**src/hw/rtl/battery_level_gauge_defines.svh**
```systemverilog
// ---------------------------------------------------------------------------
// battery_level_gauge_defines
// Assertion macros shared by the battery level gauge modules. Both macros
// sample on clk_i and are disabled while rst_ni is low.
// ---------------------------------------------------------------------------
`ifndef BATTERY_LEVEL_GAUGE_DEFINES_SVH
`define BATTERY_LEVEL_GAUGE_DEFINES_SVH

`ifndef SYNTHESIS

// same-cycle implication
`define BLG_ASSERT_IMP(lbl, ante, cons, msg) \
  lbl: assert property (@(posedge clk_i) disable iff (!rst_ni) (ante) |-> (cons)) \
    else $error(msg);

// next-cycle implication
`define BLG_ASSERT_NXT(lbl, ante, cons, msg) \
  lbl: assert property (@(posedge clk_i) disable iff (!rst_ni) (ante) |=> (cons)) \
    else $error(msg);

`else

`define BLG_ASSERT_IMP(lbl, ante, cons, msg)
`define BLG_ASSERT_NXT(lbl, ante, cons, msg)

`endif

`endif

```
**src/hw/rtl/blg_pkg.sv**
```systemverilog
`timescale 1ns / 1ps
// ---------------------------------------------------------------------------
// blg_pkg
// Widths, constants, discharge curve and controller types of the battery
// level gauge.
// ---------------------------------------------------------------------------
package blg_pkg;

  localparam int ADC_W        = 12;
  localparam int SCALE_W      = 18;
  localparam int SCALE_FRAC   = 16;
  localparam int MV_W         = 13;
  localparam int PCT_W        = 7;
  localparam int SAMPLES      = 5;
  localparam int TABLE_POINTS = 21;
  localparam int SUM_W        = 15;
  localparam int CNT_W        = 3;
  localparam int IDX_W        = $clog2(TABLE_POINTS);

  localparam logic [SCALE_W-1:0] SCALE_RESET = 18'd93446;

  // truncated mean by multiply with a rounded-up reciprocal, exact for any sum
  localparam int MEAN_SHIFT  = SUM_W + $clog2(SAMPLES);
  localparam int MEAN_RECIP  = ((1 << MEAN_SHIFT) + SAMPLES - 1) / SAMPLES;
  localparam int RECIP_W     = MEAN_SHIFT + 1;
  localparam int MEAN_PROD_W = SUM_W + RECIP_W;

  localparam int SCALE_PROD_W = ADC_W + SCALE_W;
  localparam int MV_WIDE_W    = SCALE_PROD_W - SCALE_FRAC;

  // interpolation divide: quotient never exceeds one step of the curve
  localparam int NUM_W  = PCT_W + MV_W;
  localparam int QBITS  = PCT_W;
  localparam int QCNT_W = $clog2(QBITS);

  localparam logic [MV_W-1:0]  MV_MAX   = {MV_W{1'b1}};
  localparam logic [PCT_W-1:0] PCT_NONE = 7'd0;
  localparam logic [PCT_W-1:0] PCT_FULL = 7'd100;

  localparam logic [MV_W-1:0] CURVE_MV [TABLE_POINTS] = '{
    13'd3270, 13'd3610, 13'd3690, 13'd3710, 13'd3730, 13'd3750, 13'd3770,
    13'd3790, 13'd3800, 13'd3820, 13'd3840, 13'd3850, 13'd3870, 13'd3910,
    13'd3950, 13'd3980, 13'd4020, 13'd4080, 13'd4110, 13'd4150, 13'd4200
  };

  localparam logic [PCT_W-1:0] CURVE_PCT [TABLE_POINTS] = '{
    7'd0,  7'd5,  7'd10, 7'd15, 7'd20, 7'd25, 7'd30,
    7'd35, 7'd40, 7'd45, 7'd50, 7'd55, 7'd60, 7'd65,
    7'd70, 7'd75, 7'd80, 7'd85, 7'd90, 7'd95, 7'd100
  };

  typedef enum logic [2:0] {
    ST_IDLE,
    ST_MEAN,
    ST_SCALE,
    ST_SCAN,
    ST_PRODUCT,
    ST_DIVIDE,
    ST_EMIT
  } blg_state_e;

  typedef struct packed {
    logic accept;
    logic mean;
    logic scale;
    logic scan;
    logic product;
    logic divide;
    logic emit;
  } blg_cmd_t;

  typedef struct packed {
    logic group_last;
    logic mv_low;
    logic mv_high;
    logic scan_hit;
    logic div_last;
  } blg_stat_t;

endpackage

```
**src/hw/rtl/blg_if.sv**
```systemverilog
`timescale 1ns / 1ps
// ---------------------------------------------------------------------------
// blg_if
// Valid/ready channels of the battery level gauge: sample in, result out.
// ---------------------------------------------------------------------------
interface blg_in_if;
  logic                     valid;
  logic                     ready;
  logic [blg_pkg::ADC_W-1:0] adc_sample;

  modport source (output valid, output adc_sample, input ready);
  modport sink (input valid, input adc_sample, output ready);
endinterface

interface blg_out_if;
  logic                      valid;
  logic                      ready;
  logic [blg_pkg::MV_W-1:0]  battery_mv;
  logic [blg_pkg::PCT_W-1:0] charge_percent;

  modport source (output valid, output battery_mv, output charge_percent, input ready);
  modport sink (input valid, input battery_mv, input charge_percent, output ready);
endinterface

```
**src/hw/rtl/blg_ctrl.sv**
```systemverilog
`timescale 1ns / 1ps
// ---------------------------------------------------------------------------
// blg_ctrl
// Sequencer of the gauge: takes samples, walks a finished group through mean,
// scaling, curve scan and, off the curve ends, product and divide, and owns the result valid flag.
// ---------------------------------------------------------------------------
`include "battery_level_gauge_defines.svh"

module blg_ctrl (
  input  logic               clk_i,
  input  logic               rst_ni,
  input  logic               in_valid_i,
  output logic               in_ready_o,
  output logic               out_valid_o,
  input  logic               out_ready_i,
  input  blg_pkg::blg_stat_t stat_i,
  output blg_pkg::blg_cmd_t  cmd_o
);

  blg_pkg::blg_state_e state_q, state_d;
  logic                out_valid_q, out_valid_d;
  logic                out_free;

  assign out_free    = !out_valid_q || out_ready_i;
  assign out_valid_o = out_valid_q;

  always_ff @(posedge clk_i or negedge rst_ni) begin
    if (!rst_ni) begin
      state_q     <= blg_pkg::ST_IDLE;
      out_valid_q <= 1'b0;
    end else begin
      state_q     <= state_d;
      out_valid_q <= out_valid_d;
    end
  end

  always_comb begin
    state_d    = state_q;
    cmd_o      = '0;
    in_ready_o = 1'b0;
    unique case (state_q)
      blg_pkg::ST_IDLE: begin
        in_ready_o = 1'b1;
        if (in_valid_i) begin
          cmd_o.accept = 1'b1;
          if (stat_i.group_last) state_d = blg_pkg::ST_MEAN;
        end
      end
      blg_pkg::ST_MEAN: begin
        cmd_o.mean = 1'b1;
        state_d    = blg_pkg::ST_SCALE;
      end
      blg_pkg::ST_SCALE: begin
        cmd_o.scale = 1'b1;
        state_d     = blg_pkg::ST_SCAN;
      end
      blg_pkg::ST_SCAN: begin
        cmd_o.scan = 1'b1;
        if (stat_i.mv_low || stat_i.mv_high) begin
          state_d = blg_pkg::ST_EMIT;
        end else if (stat_i.scan_hit) begin
          state_d = blg_pkg::ST_PRODUCT;
        end
      end
      blg_pkg::ST_PRODUCT: begin
        cmd_o.product = 1'b1;
        state_d       = blg_pkg::ST_DIVIDE;
      end
      blg_pkg::ST_DIVIDE: begin
        cmd_o.divide = 1'b1;
        if (stat_i.div_last) state_d = blg_pkg::ST_EMIT;
      end
      blg_pkg::ST_EMIT: begin
        if (out_free) begin
          cmd_o.emit = 1'b1;
          state_d    = blg_pkg::ST_IDLE;
        end
      end
      default: state_d = blg_pkg::ST_IDLE;
    endcase
  end

  // a loaded word replaces a taken one, otherwise valid holds until taken
  assign out_valid_d = cmd_o.emit || (out_valid_q && !out_ready_i);

  `BLG_ASSERT_NXT(a_last_sample_starts_mean, in_valid_i && in_ready_o && stat_i.group_last, state_q == blg_pkg::ST_MEAN, "last sample of a group did not start the mean")
  `BLG_ASSERT_NXT(a_divide_ends_in_emit, state_q == blg_pkg::ST_DIVIDE && stat_i.div_last, state_q == blg_pkg::ST_EMIT, "divide did not finish into emit")
  `BLG_ASSERT_NXT(a_emit_raises_valid, cmd_o.emit, out_valid_q && state_q == blg_pkg::ST_IDLE, "emitted word not presented")

endmodule

```
**src/hw/rtl/blg_datapath.sv**
```systemverilog
`timescale 1ns / 1ps
// ---------------------------------------------------------------------------
// blg_datapath
// Sample accumulator, reciprocal mean, Q16 millivolt scaling with
// saturation, curve scan and restoring divide for the interpolation.
// ---------------------------------------------------------------------------
`include "battery_level_gauge_defines.svh"

module blg_datapath (
  input  logic                        clk_i,
  input  logic                        rst_ni,
  input  logic                        cfg_we_i,
  input  logic [blg_pkg::SCALE_W-1:0] cfg_wdata_i,
  input  logic [blg_pkg::ADC_W-1:0]   adc_sample_i,
  input  blg_pkg::blg_cmd_t           cmd_i,
  output blg_pkg::blg_stat_t          stat_o,
  output logic [blg_pkg::MV_W-1:0]    battery_mv_o,
  output logic [blg_pkg::PCT_W-1:0]   charge_percent_o
);

  logic [blg_pkg::SCALE_W-1:0] scale_q;
  logic [blg_pkg::SUM_W-1:0]   sum_q;
  logic [blg_pkg::CNT_W-1:0]   count_q;

  logic [blg_pkg::ADC_W-1:0]  mean_q;
  logic [blg_pkg::MV_W-1:0]   mv_q;
  logic [blg_pkg::IDX_W-1:0]  idx_q;
  logic [blg_pkg::NUM_W-1:0]  rem_q;
  logic [blg_pkg::NUM_W-1:0]  div_q;
  logic [blg_pkg::QBITS-1:0]  quot_q;
  logic [blg_pkg::QCNT_W-1:0] qcnt_q;
  logic [blg_pkg::PCT_W-1:0]  pct_base_q;
  logic [blg_pkg::PCT_W-1:0]  pct_q;
  logic [blg_pkg::MV_W-1:0]   out_mv_q;
  logic [blg_pkg::PCT_W-1:0]  out_pct_q;

  logic [blg_pkg::MEAN_PROD_W-1:0]  mean_prod;
  logic [blg_pkg::SCALE_PROD_W-1:0] scale_prod;
  logic [blg_pkg::MV_WIDE_W-1:0]    mv_wide;
  logic [blg_pkg::MV_W-1:0]         mv_sat;
  logic [blg_pkg::IDX_W-1:0]        idx_prev;
  logic [blg_pkg::MV_W-1:0]         offset;
  logic [blg_pkg::MV_W-1:0]         step_mv;
  logic [blg_pkg::PCT_W-1:0]        step_pct;
  logic                             rem_ge;
  logic [blg_pkg::QBITS-1:0]        quot_d;

  // ---- group accumulation and scale register ----
  always_ff @(posedge clk_i or negedge rst_ni) begin
    if (!rst_ni) begin
      scale_q <= blg_pkg::SCALE_RESET;
      sum_q   <= '0;
      count_q <= '0;
    end else begin
      if (cfg_we_i) scale_q <= cfg_wdata_i;
      if (cmd_i.accept) begin
        sum_q <= sum_q + blg_pkg::SUM_W'(adc_sample_i);
        if (!stat_o.group_last) count_q <= count_q + 1'b1;
      end
      if (cmd_i.mean) begin
        sum_q   <= '0;
        count_q <= '0;
      end
    end
  end

  // ---- arithmetic ----
  assign mean_prod  = blg_pkg::MEAN_PROD_W'(sum_q)
                    * blg_pkg::MEAN_PROD_W'(blg_pkg::MEAN_RECIP);
  assign scale_prod = blg_pkg::SCALE_PROD_W'(mean_q) * blg_pkg::SCALE_PROD_W'(scale_q);
  assign mv_wide    = scale_prod[blg_pkg::SCALE_PROD_W-1:blg_pkg::SCALE_FRAC];
  assign mv_sat     = (|mv_wide[blg_pkg::MV_WIDE_W-1:blg_pkg::MV_W]) ? blg_pkg::MV_MAX
                    : mv_wide[blg_pkg::MV_W-1:0];

  assign idx_prev = idx_q - 1'b1;
  assign offset   = mv_q - blg_pkg::CURVE_MV[idx_prev];
  assign step_mv  = blg_pkg::CURVE_MV[idx_q] - blg_pkg::CURVE_MV[idx_prev];
  assign step_pct = blg_pkg::CURVE_PCT[idx_q] - blg_pkg::CURVE_PCT[idx_prev];

  assign rem_ge = rem_q >= div_q;
  assign quot_d = {quot_q[blg_pkg::QBITS-2:0], rem_ge};

  assign stat_o.group_last = count_q == blg_pkg::CNT_W'(blg_pkg::SAMPLES - 1);
  assign stat_o.mv_low     = mv_q <= blg_pkg::CURVE_MV[0];
  assign stat_o.mv_high    = mv_q >= blg_pkg::CURVE_MV[blg_pkg::TABLE_POINTS-1];
  assign stat_o.scan_hit   = mv_q <= blg_pkg::CURVE_MV[idx_q];
  assign stat_o.div_last   = qcnt_q == '0;

  always_ff @(posedge clk_i) begin
    if (cmd_i.mean) mean_q <= mean_prod[blg_pkg::MEAN_SHIFT +: blg_pkg::ADC_W];
    if (cmd_i.scale) begin
      mv_q  <= mv_sat;
      idx_q <= blg_pkg::IDX_W'(1);
    end
    if (cmd_i.scan) begin
      if (stat_o.mv_low) begin
        pct_q <= blg_pkg::PCT_NONE;
      end else if (stat_o.mv_high) begin
        pct_q <= blg_pkg::PCT_FULL;
      end else if (!stat_o.scan_hit) begin
        idx_q <= idx_q + 1'b1;
      end
    end
    if (cmd_i.product) begin
      rem_q      <= blg_pkg::NUM_W'(step_pct) * blg_pkg::NUM_W'(offset);
      div_q      <= blg_pkg::NUM_W'(step_mv) << (blg_pkg::QBITS - 1);
      quot_q     <= '0;
      qcnt_q     <= blg_pkg::QCNT_W'(blg_pkg::QBITS - 1);
      pct_base_q <= blg_pkg::CURVE_PCT[idx_prev];
    end
    if (cmd_i.divide) begin
      // one quotient bit per cycle, most significant first
      if (rem_ge) rem_q <= rem_q - div_q;
      div_q  <= div_q >> 1;
      quot_q <= quot_d;
      qcnt_q <= qcnt_q - 1'b1;
      if (stat_o.div_last) pct_q <= pct_base_q + quot_d;
    end
    if (cmd_i.emit) begin
      out_mv_q  <= mv_q;
      out_pct_q <= pct_q;
    end
  end

  assign battery_mv_o     = out_mv_q;
  assign charge_percent_o = out_pct_q;

  `BLG_ASSERT_IMP(a_scan_index_in_curve, cmd_i.scan, idx_q != '0 && idx_q <= blg_pkg::IDX_W'(blg_pkg::TABLE_POINTS - 1), "curve scan index out of range")
  `BLG_ASSERT_NXT(a_percent_in_range, cmd_i.emit, charge_percent_o <= blg_pkg::PCT_FULL, "charge percent above full")

endmodule

```
**src/hw/rtl/battery_level_gauge.sv**
```systemverilog
`timescale 1ns / 1ps
// ---------------------------------------------------------------------------
// battery_level_gauge
// Averages groups of converter samples, scales the mean to millivolts and
// maps it to a charge percentage over a piecewise-linear discharge curve.
// ---------------------------------------------------------------------------
//  channel    dir   handshake     payload
//  sample_i   in    valid/ready   adc_sample[11:0]
//  result_o   out   valid/ready   battery_mv[12:0], charge_percent[6:0]
//  cfg        in    cfg_we_i      cfg_wdata_i[17:0] (mv_scale_q16)
//
//  idle, a valid sample is taken at once; only the last sample of a group starts work
//  the group word goes through mean, scaling and the curve scan, which steps point by
//  point; off the curve ends the product and the 7-step restoring divide follow; the
//  word is presented once the result side has taken any earlier word
//  no sample is taken while a group result is in work; a waiting result word
//  does not block the next samples, only the next group's emit
//  reset clears the open group and loads the default scale factor
// ---------------------------------------------------------------------------
module battery_level_gauge (
  input  logic                        clk_i,
  input  logic                        rst_ni,
  input  logic                        cfg_we_i,
  input  logic [blg_pkg::SCALE_W-1:0] cfg_wdata_i,
  blg_in_if.sink                      sample_i,
  blg_out_if.source                   result_o
);

  blg_pkg::blg_cmd_t  cmd;
  blg_pkg::blg_stat_t stat;

  blg_ctrl u_ctrl (
    .clk_i       (clk_i),
    .rst_ni      (rst_ni),
    .in_valid_i  (sample_i.valid),
    .in_ready_o  (sample_i.ready),
    .out_valid_o (result_o.valid),
    .out_ready_i (result_o.ready),
    .stat_i      (stat),
    .cmd_o       (cmd)
  );

  blg_datapath u_datapath (
    .clk_i            (clk_i),
    .rst_ni           (rst_ni),
    .cfg_we_i         (cfg_we_i),
    .cfg_wdata_i      (cfg_wdata_i),
    .adc_sample_i     (sample_i.adc_sample),
    .cmd_i            (cmd),
    .stat_o           (stat),
    .battery_mv_o     (result_o.battery_mv),
    .charge_percent_o (result_o.charge_percent)
  );

endmodule

```
**src/flat_wrapper.sv**
```systemverilog
// flat-port wrapper written by rule: the top's interface ports become plain ports
module battery_level_gauge_flat 
  (clk_i, rst_ni, cfg_we_i, cfg_wdata_i, sample_i_valid, sample_i_adc_sample, sample_i_ready, result_o_valid, result_o_battery_mv, result_o_charge_percent, result_o_ready);
  blg_in_if sample_i_i ();
  blg_out_if result_o_i ();
  input  logic clk_i;
  input  logic rst_ni;
  input  logic cfg_we_i;
  input  logic [blg_pkg::SCALE_W-1:0] cfg_wdata_i;
  input wire logic [$bits(sample_i_i.valid)-1:0] sample_i_valid;
  input wire logic [$bits(sample_i_i.adc_sample)-1:0] sample_i_adc_sample;
  output wire logic [$bits(sample_i_i.ready)-1:0] sample_i_ready;
  output wire logic [$bits(result_o_i.valid)-1:0] result_o_valid;
  output wire logic [$bits(result_o_i.battery_mv)-1:0] result_o_battery_mv;
  output wire logic [$bits(result_o_i.charge_percent)-1:0] result_o_charge_percent;
  input wire logic [$bits(result_o_i.ready)-1:0] result_o_ready;
  assign sample_i_i.valid = sample_i_valid;
  assign sample_i_i.adc_sample = sample_i_adc_sample;
  assign sample_i_ready = sample_i_i.ready;
  assign result_o_valid = result_o_i.valid;
  assign result_o_battery_mv = result_o_i.battery_mv;
  assign result_o_charge_percent = result_o_i.charge_percent;
  assign result_o_i.ready = result_o_ready;
  battery_level_gauge u_core (.clk_i(clk_i), .rst_ni(rst_ni), .cfg_we_i(cfg_we_i), .cfg_wdata_i(cfg_wdata_i), .sample_i(sample_i_i), .result_o(result_o_i));
endmodule
```
**config.mk**
```make
export PLATFORM = sky130hd
export DESIGN_NAME = battery_level_gauge_flat
export DESIGN_NICKNAME = d
export VERILOG_FILES = /design/src/hw/rtl/blg_pkg.sv /design/src/hw/rtl/blg_if.sv /design/src/hw/rtl/blg_ctrl.sv /design/src/hw/rtl/blg_datapath.sv /design/src/hw/rtl/battery_level_gauge.sv /design/src/flat_wrapper.sv
export VERILOG_INCLUDE_DIRS = /design/src /design/src/hw/rtl
export SDC_FILE = /design/constraint.sdc
export NUM_CORES = 1
export LEC_CHECK = 0
export ABC_AREA = 1
export BUFFER_PORTS_ARGS = -buffer_cell sky130_fd_sc_hd__buf_4
export CAP_MARGIN = 15
export CORE_ASPECT_RATIO = 0.6
export CORE_MARGIN = 2
export CORE_UTILIZATION = 55
export DETAILED_ROUTE_END_ITERATION = 8
export MAX_ROUTING_LAYER = met4
export PLACE_DENSITY = 0.71
export REMOVE_ABC_BUFFERS = 1
export SLEW_MARGIN = 30
export SYNTH_ARGS = -nofsm -noshare
export SYNTH_HDL_FRONTEND = slang
export SYNTH_SLANG_ARGS = --single-unit
```
**constraint.sdc**
```tcl
create_clock -name clk_i -period 7.8 [get_ports clk_i]
set_clock_uncertainty 0.05 [all_clocks]
set_input_delay 0.78 -clock clk_i [delete_from_list [all_inputs] [get_ports clk_i]]
set_output_delay 0.78 -clock clk_i [all_outputs]
set_load 0.03 [all_outputs]
```
==> results.sh, run 1 <==
export IMPL_core_area_sq_um=43700
export IMPL_fin_crit_sh_pct=93.03
export IMPL_fp_row_count=59
export IMPL_io_pin_count=57
export IMPL_hold_violations=0
export IMPL_synth_top_area_share_pct=22.67
export IMPL_ctsLongestPathBuffers=2
export IMPL_place_congestion=1.014
export IMPL_status="finished clean"
export IMPL_required_ns=8.12
export IMPL_synthSimpleGateAreaFrac_pct=22.89
export IMPL_arrival_ns=7.57
export IMPL_final_cell_mix="nand2_1 (841), inv_1 (697), ha_1 (304)"
export IMPL_synth_xor_area_share_pct=1.957
export IMPL_vias=21371
export IMPL_path_max_fanout=10
export IMPL_cts_tree="done"
export IMPL_synth_top_family_by_area="adder cells"
export IMPL_design_area_sq_um=26220
export IMPL_nNetsFinal=3922
export IMPL_slew_headroom_pct=38.27
export IMPL_grt_max_degree=41
export IMPL_overflow=0
export IMPL_antenna_found_initial=0
export IMPL_die_area_sq_um=46400
export IMPL_first_pass_iters=6
export IMPL_path_common_cell="nand2_1"
export IMPL_die_h_um=167.7
export IMPL_ys_seq_area_share_pct=16.51
export IMPL_cts_root_buf="clkbuf_16"
export IMPL_totalNegativeSetupSlack_ns=0
export IMPL_ys_ff_latch=152
export IMPL_avgSynthCellArea_sq_um=7.492
export IMPL_cp_start_kind="flop"
export IMPL_ys_types=59
export IMPL_grt_pass1_vias=20852
export IMPL_syn_to_final_growth_pct=6.804
export IMPL_grt_total_usage_pct=31.77
export IMPL_place_hpwl_um=57200
export IMPL_fmax_mhz=137.8
export IMPL_synth_top_cells_by_area="fa_1 (23%), ha_1 (16%), nand2_1 (13%), inv_1 (11%), edfxtp_1 (9.8%)"
export IMPL_ys_warn_count=0
export IMPL_setup_violations=0
export IMPL_synth_compound_area_share_pct=7.329
export IMPL_clkLatencyLatePin_ns=0.47
export IMPL_seqCellArea_sq_um=4054
export IMPL_path_clk_slew_ns=0.09
export IMPL_grt_pass1_wl_um=112600
export IMPL_fp_dieW_um=276.8
export IMPL_route_detailed_drc=0
export IMPL_drt_vias_per_instance=5.488
export IMPL_cts_buffers=17
export IMPL_slowest_delay_ns=0.60
export IMPL_fill_cells=3982
export IMPL_critPathCaptureType="flop"
export IMPL_synthesis_area_sq_um=24550
export IMPL_rr_worst_depth=37
export IMPL_multiInputGateArea_sq_um=17580
export IMPL_hold_path_class="in2async"
export IMPL_diodes=0
export IMPL_crit_slowest_cell="fa_1"
export IMPL_drive_gt1_share_pct=5.913
export IMPL_netlist_instances=3277
export IMPL_r2r_slack_ns=0.54
export IMPL_placed_area_sq_um=25530
export IMPL_io_buffers=56
export IMPL_r2r_start="u_core.u_datapath.idx_q[0]"
export IMPL_ant_nets=0
export IMPL_worst_slew_pin_transition_ns=0.9226
export IMPL_synth_fa_ha_area_share_pct=38.31
export IMPL_routed_wl_um=68960
export IMPL_post_drt_wl_per_cell_um=17.71
export IMPL_drt_iter0_markers=2325
export IMPL_layout_commonest_cell="nand2_1"
export IMPL_rsz0062_at_grt="false"
export IMPL_cap_viol_max_count=0
export IMPL_yosys_mux_area_fraction_pct=0.9071
export IMPL_start_util_pct=56.18
export IMPL_r2r_end="u_core.u_datapath.rem_q[19]"
export IMPL_synthArstFlopShare_pct=26.32
export IMPL_min_period_ns=7.256
export IMPL_finalNonFillerCells=3894
export IMPL_cts_sinks=152
export IMPL_maxSlewViolCount=0
export IMPL_dp_cells=3859
export IMPL_ys_flop_type="edfxtp_1"
export IMPL_synth_top_area_cell="fa_1"
export IMPL_synth_edf_count=80
export IMPL_worst_setup_path_type="reg2reg"
export IMPL_htreeDepth=4
==> registers in the layout, summed over array words and instances, names as in the netlist, 5 cells and up <==
name and cells:
u_core.u_datapath.battery_mv_o 13, u_core.u_datapath.pct_base_q 7, u_core.u_datapath.charge_percent_o 7, u_core.u_datapath.div_q 19
u_core.u_datapath.mean_q 12, u_core.u_datapath.idx_q 5, u_core.u_datapath.quot_q 6, u_core.u_datapath.mv_q 13
u_core.u_datapath.sum_q 15, u_core.u_datapath.pct_q 7, u_core.u_datapath.rem_q 20, u_core.u_datapath.scale_q 18
==> through the flow <==
step | utilization [%] | setup slack (ns) | hold slack, ns
finish | 60.00 | 0.5440 | 0.2772
floorplan | - | 0.8442 | 0.3530
detailed placement | 58.41 | 0.3452 | 0.3675
global route | 60.00 | 0.01685 | 0.3092
global placement | 58.41 | 0.4117 | 0.3660
CTS | 59.85 | 0.3099 | 0.2814
==> area by class of cell <==
cell class,count,area share (%)
multi-input combinational,2345,67.03
sequential,152,15.46
inverter,711,10.21
tap,579,2.763
timing repair buffer,75,2.147
clock buffer,17,1.622
clock inverter,15,0.7682
==> cell families after synthesis <==
| kind of cell | after synthesis |
|---|---|
| AOI/OAI and AO/OA | 326 |
| DFF | 152 |
| and+or+nand+nor | 1363 |
| xor gates and xnor gates | 51 |
| buffers and inverters | 780 |
| adders and majority gates | 585 |
| muxes | 20 |
==> critical path: cells and delay by family (launching register included) <==
kind / cells / cell delay [ns]
simple gates: 16 / 1.54
flops: 1 / 0.34
buf+inv: 8 / 0.75
fa+ha+maj: 9 / 3.73
compound gates: 4 / 0.74
==> how the worst max path moves through the flow <==
stage	cells past startpoint	from	end
final	37	u_core.u_datapath.idx_q[0]	u_core.u_datapath.rem_q[19]
after CTS	32	u_core.u_datapath.idx_q[0]	u_core.u_datapath.rem_q[19]
after global placement	32	u_core.u_datapath.idx_q[0]	u_core.u_datapath.rem_q[10]
after floorplan	34	u_core.u_datapath.idx_q[1]	u_core.u_datapath.rem_q[9]
after detailed placement	33	u_core.u_datapath.idx_q[1]	u_core.u_datapath.rem_q[19]
after global routing	37	u_core.u_datapath.idx_q[0]	u_core.u_datapath.rem_q[19]
==> timing repair <==
action | 4_1_cts | 5_1_grt
resized for setup | 0 | 15
setup buffers | 0 | 3
setup endpoints to repair | 0 | 13
hold buffers | 0 | 0
==> Yosys cell counts (32+ instances only) <==
library cell,instances
a21oi_1,153
clkbuf_1,46
dfrtp_1,32
dfxtp_1,32
edfxtp_1,80
fa_1,278
ha_1,307
inv_1,699
nand2_1,843
nand3_1,132
nor2_1,271
o21ai_0,94
xor2_1,32
==> routing by layer <==
metal / share of wire (%) / GRT usage [%] / wire length, um / vias to the layer above
li1: - / - / - / 10202
met1: 51 / 50.09 / 35000 / 10187
met2: 37 / 40.49 / 25250 / 930
met3: 12 / 8.539 / 8166 / 52
met4: 0.79 / 4.324 / 543 / 0
met5: 0 / - / 0 / -
Power of run 1 is left out: the tool's default activity adds up to more than one toggle a clock period on the data nets, which glitch-free logic cannot reach.
==> run 2, diff against run 1 <==
Settings changed: ABC_AREA 1 to default, CAP_MARGIN 15 to 0, PLACE_DENSITY 0.71 to 0.72.
==> results.sh, run 2 <==
export IMPL_status="finished clean"
export IMPL_fill_cells=3470
export IMPL_arrival_ns=7.83
export IMPL_synth_most_common_cell="inv_1"
export IMPL_netlist_instances=2475
export IMPL_ys_seq_area_share_pct=18.09
export IMPL_largest_register_ffs=20
export IMPL_grt_pass1_wl_um=93210
export IMPL_r2r_end="u_core.u_datapath.rem_q[18]"
export IMPL_regMostFlops="u_core.u_datapath.rem_q"
export IMPL_ctsLongestPathBuffers=2
export IMPL_hold_path_class="in2async"
export IMPL_rr_worst_depth=33
export IMPL_dp_cells=3023
export IMPL_fp_dieW_um=264.6
export IMPL_r2r_slack_ns=0.23
export IMPL_fin_crit_sh_pct=97.07
export IMPL_drt_vias_per_instance=5.727
export IMPL_routed_wl_um=56840
export IMPL_ys_warn_count=0
export IMPL_synth_top_area_cell="fa_1"
export IMPL_rsz0062_at_grt="true"
export IMPL_post_drt_wl_per_cell_um=18.56
export IMPL_start_util_pct=55.62
export IMPL_synth_top_cells_by_area="fa_1 (25%), ha_1 (17%), edfxtp_1 (11%), inv_1 (6.9%), nand2_1 (4.7%)"
export IMPL_min_period_ns=7.572
export IMPL_drive_gt1_share_pct=9.447
export IMPL_synth_edf_count=80
export IMPL_path_common_cell="fa_1"
export IMPL_crit_buf_inv=5
export IMPL_worst_slew_pin_transition_ns=0.9677
export IMPL_ys_types=78
export IMPL_cts_sinks=152
export IMPL_io_buffers=56
export IMPL_die_area_sq_um=42440
export IMPL_route_detailed_drc=0
export IMPL_antenna_found_initial=1
export IMPL_cts_buffers=17
export IMPL_final_cell_mix="inv_1 (414), ha_1 (306), fa_1 (278)"
export IMPL_cts_tree="done"
export IMPL_final_util_pct=60.35
export IMPL_nNetsFinal=3137
export IMPL_cts_root_buf="clkbuf_16"
export IMPL_reg_largest_list="u_core.u_datapath.rem_q (20), u_core.u_datapath.div_q (19), u_core.u_datapath.scale_q (18)"
export IMPL_totalNegativeSetupSlack_ns=0
export IMPL_slew_headroom_pct=34.80
export IMPL_seqCellArea_sq_um=4054
export IMPL_grt_max_degree=41
export IMPL_drt_iter0_markers=1478
export IMPL_ys_flop_type="edfxtp_1"
export IMPL_layout_commonest_cell="inv_1"
export IMPL_critPathCaptureType="flop"
export IMPL_path_max_fanout=7
export IMPL_cp_top_family="adder cells"
export IMPL_place_hpwl_um=46820
export IMPL_grt_total_usage_pct=28.57
export IMPL_vias=17536
export IMPL_path_clk_slew_ns=0.07
export IMPL_ys_ff_latch=152
export IMPL_overflow=0
export IMPL_place_congestion=0.9562
export IMPL_crit_slowest_cell="fa_1"
export IMPL_finalNonFillerCells=3062
export IMPL_synth_top_area_share_pct=24.83
export IMPL_cap_viol_max_count=0
export IMPL_die_h_um=160.4
export IMPL_slowest_delay_ns=0.58
export IMPL_first_pass_iters=5
export IMPL_cp_start_kind="flop"
export IMPL_grt_pass1_vias=17638
export IMPL_hold_ws_ns=0.2631
export IMPL_htreeDepth=4
export IMPL_core_area_sq_um=40290
export IMPL_ant_nets=0
export IMPL_synthesis_area_sq_um=22410
export IMPL_fp_row_count=57
export IMPL_synth_commonest_cells="inv_1 (415), ha_1 (307), fa_1 (278), nand2_1 (278), nor2_1 (154)"
export IMPL_synthArstFlopShare_pct=26.32
export IMPL_hold_violations=0
export IMPL_syn_to_final_growth_pct=8.502
export IMPL_setup_violations=0
export IMPL_worst_setup_path_type="reg2reg"
export IMPL_required_ns=8.06
export IMPL_clkLatencyLatePin_ns=0.45
export IMPL_maxSlewViolCount=0
export IMPL_io_pin_count=57
export IMPL_multiInputGateArea_sq_um=16620
export IMPL_avgSynthCellArea_sq_um=9.056
export IMPL_r2r_start="u_core.u_datapath.idx_q[0]"
export IMPL_cp_depth=33
export IMPL_fmax_mhz=132.1
run 2: cell types whose count changed after synthesis, sizes merged, moves of 18 or more:
cell / change
a21o: +26
a21oi: -48
and2: +75
clkbuf: +31
inv: -292
nand2: -573
nand2b: +26
nand3: -101
nand4: -18
nor2: -131
nor2b: +19
or2: +24
xnor2: +38
run 2: cell type report:
class,count,share of cell area [%]
multi-input combinational,1820,68.34
tap,531,2.732
antenna,1,0.01029
clock inverter,14,0.6328
inverter,417,6.436
clock buffer,18,1.765
sequential,152,16.67
timing repair buffer,109,3.411
run 2: logic make-up (layout without fill, tap and decap cells):
family,after synthesis,after routing,share of synthesized area (%)
buffers and inverters,503,558,8.518
adder cells (fa/ha/maj),585,585,41.97
multiplexers,30,30,1.440
other,0,1,0
flip-flops,152,152,18.09
XOR/XNOR,92,92,3.662
AO/OA/AOI/OAI,396,396,11.31
AND/OR/NAND/NOR,717,717,15.02
run 2: repair_timing:
item / CTS / global route
pin swaps: 1 / 5
buffers inserted: 1 / 5
setup endpoints to repair: 2 / 9
resized for setup: 6 / 31
hold buffers: 0 / 0
run 2: worst register-to-register path: cells and delay by family, from the launching register on:
kind / cells / cell delay [ns]
AND/OR/NAND/NOR: 6 / 0.80
AO/OA/AOI/OAI: 12 / 2.09
buffers and inverters: 5 / 0.55
XOR/XNOR: 2 / 0.29
adder cells (fa/ha/maj): 8 / 3.32
flip-flops: 1 / 0.32
run 2: through the flow:
stage,setup slack (ns),cell area [sq um]
3_3_place_gp,0.2269,23520
2_1_floorplan,-0.2783,22070
4_1_cts,0.01349,24150
6_report,0.2282,24320
3_5_place_dp,-0.1992,23520
5_1_grt,-0.09937,24320
run 2: routing by layer:
metal | track usage [%] | vias to the layer above | part of all wire [%]
li1 | - | 8181 | -
met1 | 44.35 | 8701 | 50
met2 | 39.00 | 613 | 40
met3 | 5.474 | 41 | 8.8
met4 | 4.416 | 0 | 0.86
met5 | - | - | 0
run 2: how the worst max path moves through the flow:
| stage | startpoint | to | slack, ns |
|---|---|---|---|
| 2_1_floorplan | u_core.u_datapath.idx_q[0] | u_core.u_datapath.rem_q[18] | -0.28 |
| 6_report | u_core.u_datapath.idx_q[0] | u_core.u_datapath.rem_q[18] | 0.23 |
| 5_1_grt | u_core.u_datapath.idx_q[1] | u_core.u_datapath.rem_q[18] | -0.1 |
| 3_3_place_gp | u_core.u_datapath.idx_q[0] | u_core.u_datapath.rem_q[18] | 0.23 |
| 4_1_cts | u_core.u_datapath.idx_q[0] | u_core.u_datapath.rem_q[18] | 0.01 |
| 3_5_place_dp | u_core.u_datapath.idx_q[0] | u_core.u_datapath.rem_q[18] | -0.20 |
Power of run 2 is left out for the same reason.
